===== src/hdl/lse_pkg.sv =====
// Shared types, constants and the exp table for the log-sum-exp normalizer.
package lse_pkg;

  localparam int unsigned VAL_W  = 32;
  localparam int unsigned PROB_W = 17;
  localparam int unsigned SUM_W  = 40;
  localparam int unsigned Q30_W  = 31;
  localparam int unsigned TAB_N  = 21;
  localparam logic [30:0] ONE_Q30  = 31'h4000_0000;
  localparam logic [29:0] HALF_Q30 = 30'h2000_0000;
  localparam logic [15:0] LN2_Q16  = 16'd45426;

  // front-to-back queue entry
  typedef struct packed {
    logic signed [VAL_W-1:0] value;
    logic                    last;
  } fq_word_t;

  typedef enum logic [3:0] {
    ST_LOAD,
    ST_SUM_RD,
    ST_SUM_EXP,
    ST_LN_NORM,
    ST_LN_STEP,
    ST_P_RD,
    ST_P_EXP,
    ST_DIV_RD,
    ST_DIV_EXP,
    ST_DIV_RUN,
    ST_EMIT
  } be_state_t;

  // exp unit command/status
  typedef struct packed {
    logic        start;
    logic [37:0] span;
  } exp_cmd_t;

  typedef struct packed {
    logic        busy;
    logic        done;
    logic [30:0] result;
  } exp_sts_t;

  // K[b] = exp(-2^(b-16)) in Q1.30
  function automatic logic [30:0] k_tab(input logic [4:0] b);
    logic [30:0] k;
    begin
      unique case (b)
        5'd0:  k = 31'd1073725440;
        5'd1:  k = 31'd1073709056;
        5'd2:  k = 31'd1073676290;
        5'd3:  k = 31'd1073610760;
        5'd4:  k = 31'd1073479712;
        5'd5:  k = 31'd1073217664;
        5'd6:  k = 31'd1072693760;
        5'd7:  k = 31'd1071646719;
        5'd8:  k = 31'd1069555701;
        5'd9:  k = 31'd1065385899;
        5'd10: k = 31'd1057095000;
        5'd11: k = 31'd1040706261;
        5'd12: k = 31'd1008687096;
        5'd13: k = 31'd947573834;
        5'd14: k = 31'd836230973;
        5'd15: k = 31'd651257337;
        5'd16: k = 31'd395007542;
        5'd17: k = 31'd145315154;
        5'd18: k = 31'd19666268;
        5'd19: k = 31'd360200;
        5'd20: k = 31'd121;
        default: k = 31'd0;
      endcase
      return k;
    end
  endfunction

endpackage


===== src/hdl/lse_front.sv =====
// Front end: accept words and queue them toward the back end.
module lse_front #(
  parameter int unsigned DEPTH = 4
) (
  input  logic               clk,
  input  logic               rst_n,
  input  logic               in_valid,
  output logic               in_stall,
  input  logic [31:0]        in_log_weight,
  input  logic               in_final_item,
  output logic               q_valid,
  output lse_pkg::fq_word_t  q_word,
  input  logic               q_pop
);
  import lse_pkg::*;

  localparam int unsigned AW = (DEPTH > 1) ? $clog2(DEPTH) : 1;

  fq_word_t         mem_r [DEPTH];
  logic [AW-1:0]    wp_r, wp_nxt, rp_r, rp_nxt;
  logic [AW:0]      cnt_r, cnt_nxt;
  logic             push;

  assign in_stall = (cnt_r == AW'(0) + (AW+1)'(DEPTH));
  assign push     = in_valid && !in_stall;
  assign q_valid  = (cnt_r != '0);
  assign q_word   = mem_r[rp_r];

  always_comb begin
    wp_nxt  = wp_r;
    rp_nxt  = rp_r;
    cnt_nxt = cnt_r;
    if (push) begin
      wp_nxt = (wp_r == AW'(DEPTH-1)) ? '0 : wp_r + 1'b1;
    end
    if (q_pop && q_valid) begin
      rp_nxt = (rp_r == AW'(DEPTH-1)) ? '0 : rp_r + 1'b1;
    end
    if (push && !(q_pop && q_valid)) begin
      cnt_nxt = cnt_r + 1'b1;
    end else if (!push && q_pop && q_valid) begin
      cnt_nxt = cnt_r - 1'b1;
    end
  end

  always_ff @(posedge clk) begin
    if (!rst_n) begin
      wp_r  <= '0;
      rp_r  <= '0;
      cnt_r <= '0;
    end else begin
      wp_r  <= wp_nxt;
      rp_r  <= rp_nxt;
      cnt_r <= cnt_nxt;
    end
  end

  always_ff @(posedge clk) begin
    if (push) begin
      mem_r[wp_r] <= '{value: in_log_weight, last: in_final_item};
    end
  end
endmodule


===== config.mk =====
export PLATFORM = sky130hd
export DESIGN_NAME = lse_front
export DESIGN_NICKNAME = d
export VERILOG_FILES = /design/src/hdl/lse_pkg.sv /design/src/hdl/lse_front.sv
export SDC_FILE = /design/constraint.sdc
export NUM_CORES = 1
export LEC_CHECK = 0
export ABC_AREA = 0
export BUFFER_PORTS_ARGS = -buffer_cell sky130_fd_sc_hd__buf_2
export CAP_MARGIN = 20
export CORE_MARGIN = 5
export CORE_UTILIZATION = 51
export CTS_BUF_LIST = sky130_fd_sc_hd__clkbuf_16
export DETAILED_ROUTE_END_ITERATION = 7
export PLACE_DENSITY = 0.86
export RECOVER_POWER = 25
export SLEW_MARGIN = 20
export SYNTH_ARGS = -nofsm -noshare
export SYNTH_HDL_FRONTEND = slang
export SYNTH_SLANG_ARGS = --single-unit

===== constraint.sdc =====
create_clock -name clk -period 2.1 [get_ports clk]
set_clock_uncertainty 0.15 [all_clocks]
set_input_delay 0.315 -clock clk [delete_from_list [all_inputs] [get_ports clk]]
set_output_delay 0.315 -clock clk [all_outputs]
set_load 0.05 [all_outputs]

==> results.md <==
- Failing checks: setup timing
- Synth warn: 0
- Synth Cell Area: 5340 um^2
- Die area: 12600 um^2
- Largest net degree at the start of global routing: 22
- Aggregate global routing overflow: 0
- Share of cells above drive strength 1: 39.3%
- Final Routed Wirelength: 9.85 mm
- Arrival @ worst endpoint: 1.75 ns
- Syn-to-layout area delta: 33.0%
- First-pass GRT wire length: 15.6 mm
- Cell taking the most area after synthesis: edfxtp_1
- Seq cells post-synth: 141
- Max frequency: 0.451 GHz
- Longest Clk Path Bufs: 2
- Initial core utilization: 51.9%
- CTS Buf Count: 17
- Post-route minimum period: 2.22 ns
- Final hold slack: 0.0320 ns
- Rel. slew slack: 77.1%
- PortBufs: 71
- Status: complete, but fails checks
- Die Ht: 112 um
- Placed Cells: 450
- CTS clk-pin slew, worst paths: 0.06 ns
- Post-synth top area share: 74.3%
- Routed length per placed instance: 18.9 um
- Number of global-route vias before repair: 2978
- Syn Nets: 280
- Fin cells: 520
- WS Path Type: reg2out
- CTS root buffer: clkbuf_16
- # rows: 37
- Routing usage on met2: 29.2%
- Area after DPL: 5950 um^2
- Crit end category: output port
- Finished Cell Area: 7100 um^2
- Worst Slack Setup Final: -0.117 ns
- Antenna Violating Nets Remaining: 0
- CTS sink cnt: 141
- Clock tree from TritonCTS: done
- Period utilization: 106%
- Grt peak-use layer: met2
- HP Class: in2reg
- Drt initial violations: 137
- Hold Fails Final Rpt: 0
- Max_cap viols: 0
- Final Net Count: 414
- Detailed-route DRC error count: 0
- Crit-path leading delay family: multiplexers
- Required time worst endpoint: 1.63 ns
- Crit Path Max Fanout: 9
- Setup TNS: -2.89 ns
- Io pins: 72
- Grt met3 use: 4.58%
- # setup viols final: 33
- Core Util, Final: 69.1%
- Clk_lat worst skew: 0.40 ns
- Critical-path top delay cell: mux4_2
- Critical Path Source Type: flop
- Antenna violations before repair: 0
- Global routing usage on met1: 19.3%
- Least-Margin Pin Slew: 0.341 ns
- Seq/Total Area, Yosys: 77.6%
- Chip Width: 112 um
- First-pass DRT Iterations: 4
- Slew Limit Fails: 0
- RSZ-0062 raised after global routing: true
- H-tree depth: 4
- Synthesized area per cell: 22.5 um^2
- Buf/Inv on CP: 2
- Worst vdd ir: 0.802 mV
- Post-DP HPWL: 5.84 mm
- Leak pwr: 2.46 nW
- Antenna diodes: 0
- GP Congestion: 0.769
- Cell Pwr Density: 1300 nW/um^2
- Distinct cell type count after synthesis: 34
- Synthesized netlist cell count: 237
- Vias: 2702
- Cell Chain, Critical Path: buf_12 -> mux4_2 -> buf_6
- Total GRT Usage: 16.5%
- Avg Vias per Cell: 5.20
- Top cells by area, synth: edfxtp_1, mux4_2, dfxtp_1, ha_1, buf_2
- Largest stage delay, worst path: 0.54 ns
- Core area: 10300 um^2
[placed cells by master (no fill, tap or decap), drive strengths merged, types with 4 or more instances in the layout]
| cell | netlist | layout |
|---|---|---|
| mux4 | 33 | 33 |
| clkinv | 0 | 4 |
| buf | 12 | 75 |
| ha | 5 | 5 |
| inv | 3 | 11 |
| dfxtp | 9 | 9 |
| edfxtp | 132 | 132 |
| nor2 | 8 | 8 |
| clkbuf | 0 | 36 |
| dlygate4sd3 | 0 | 33 |
| and2 | 5 | 5 |
[layer usage]
| metal | vias to the layer above | part of all wire, % |
|---|---|---|
| li1 | 1255 | - |
| met1 | 1370 | 40 |
| met2 | 69 | 55 |
| met3 | 8 | 4.4 |
| met4 | 0 | 0.98 |
| met5 | - | 0 |
[flip-flops by register name, summed over array words and instances (netlist names), named ones only]
name,cells
mem_r,132
cnt_r,3
rp_r,2
wp_r,2
[worst reg2reg max path, cell delays in order (launching register included)]
cell and delay (ns):
dfxtp_1 0.37, nor2_2 0.08, a21boi_4 0.16, nand2_1 0.08, fa_1 0.39, or4_1 0.54, a31oi_1 0.13
[power by group]
| part | switching (mW) | internal, mW | leakage [nW] |
|---|---|---|---|
| clock | 1.18 | 1.55 | 0.263 |
| sequential | 0.118 | 3.38 | 1.29 |
| combinational | 1.73 | 1.24 | 0.913 |
| total | 3.03 | 6.17 | 2.46 |
[final cells by class]
class | instances | area [um^2]
Multi-Input combinational cell | 81 | 1110
Timing Repair Buffer | 127 | 1100
Clock buffer | 17 | 425
Fill cell | 666 | 3180
Inverter | 3 | 11.3
Clock inverter | 15 | 128
Tap cell | 136 | 170
Sequential cell | 141 | 4150
[timing repair]
| item | in CTS | in global routing |
|---|---|---|
| endpoints found under the setup margin | 31 | 33 |
| hold endpoints to repair | 132 | 0 |
| setup buffers | 3 | 0 |
| cloned | 1 | 1 |
| hold buffers | 33 | 0 |
| gates resized for setup | 68 | 0 |
[cell usage after synthesis]
| cell type | number |
|---|---|
| edfxtp_1 | 132 |
| mux4_2 | 33 |
| dfxtp_1 | 9 |
| buf_2 | 8 |
| nor2_1 | 7 |
| and2_1 | 5 |
| ha_1 | 5 |
| buf_6 | 3 |
| inv_1 | 3 |
| mux2i_1 | 3 |
| nand2_1 | 3 |
| nand3_1 | 3 |
| a21oi_1 | 2 |
| a211oi_1 | 1 |
| a21boi_4 | 1 |
| a31oi_1 | 1 |
| buf_1 | 1 |
| fa_1 | 1 |
| nand2b_1 | 1 |
| nor2_2 | 1 |
| nor2b_1 | 1 |
| nor3_1 | 1 |
| o21ai_0 | 1 |
| o21ai_1 | 1 |
| o21ai_2 | 1 |
| o21bai_1 | 1 |
| o221a_1 | 1 |
| o221ai_1 | 1 |
| o311ai_1 | 1 |
| o31ai_2 | 1 |
| o41ai_1 | 1 |
| or3_1 | 1 |
| or4_1 | 1 |
| xnor2_1 | 1 |
[path summary, 6_finish.rpt]
| kind | from | slack, ns | to | depth (start not counted) |
|---|---|---|---|---|
| setup / recovery | flop | -0.12 | q_word[29] | 3 |
| hold / removal | rst_n | 0.03 | cnt_r[1] | 2 |
| setup reg to reg | cnt_r[0] | 0.13 | cnt_r[2] | 6 |
| hold reg to reg | rp_r[1] | 0.40 | flop | 2 |
[kinds of logic (layout without fill, tap and decap cells)]
kind of cell | count (synthesis) | in the layout | synth area share (%)
AOI/OAI and AO/OA | 14 | 14 | 2.23
buffers and inverters | 15 | 162 | 1.66
adders and majority gates | 6 | 6 | 1.55
and+or+nand+nor | 24 | 24 | 2.27
xor gates and xnor gates | 1 | 1 | 0.164
DFF | 141 | 141 | 77.6
muxes | 36 | 36 | 14.5
[metrics by stage]
stage                     power (mW)  setup slack [ns]
after global placement          5.99             0.194
final                           9.20            -0.117
after detailed placement        6.04             0.149
after CTS                       9.24            -0.139
after floorplan                 5.44           0.00313
after global routing            9.59            -0.179
Power figures use the tool's default switching activity.
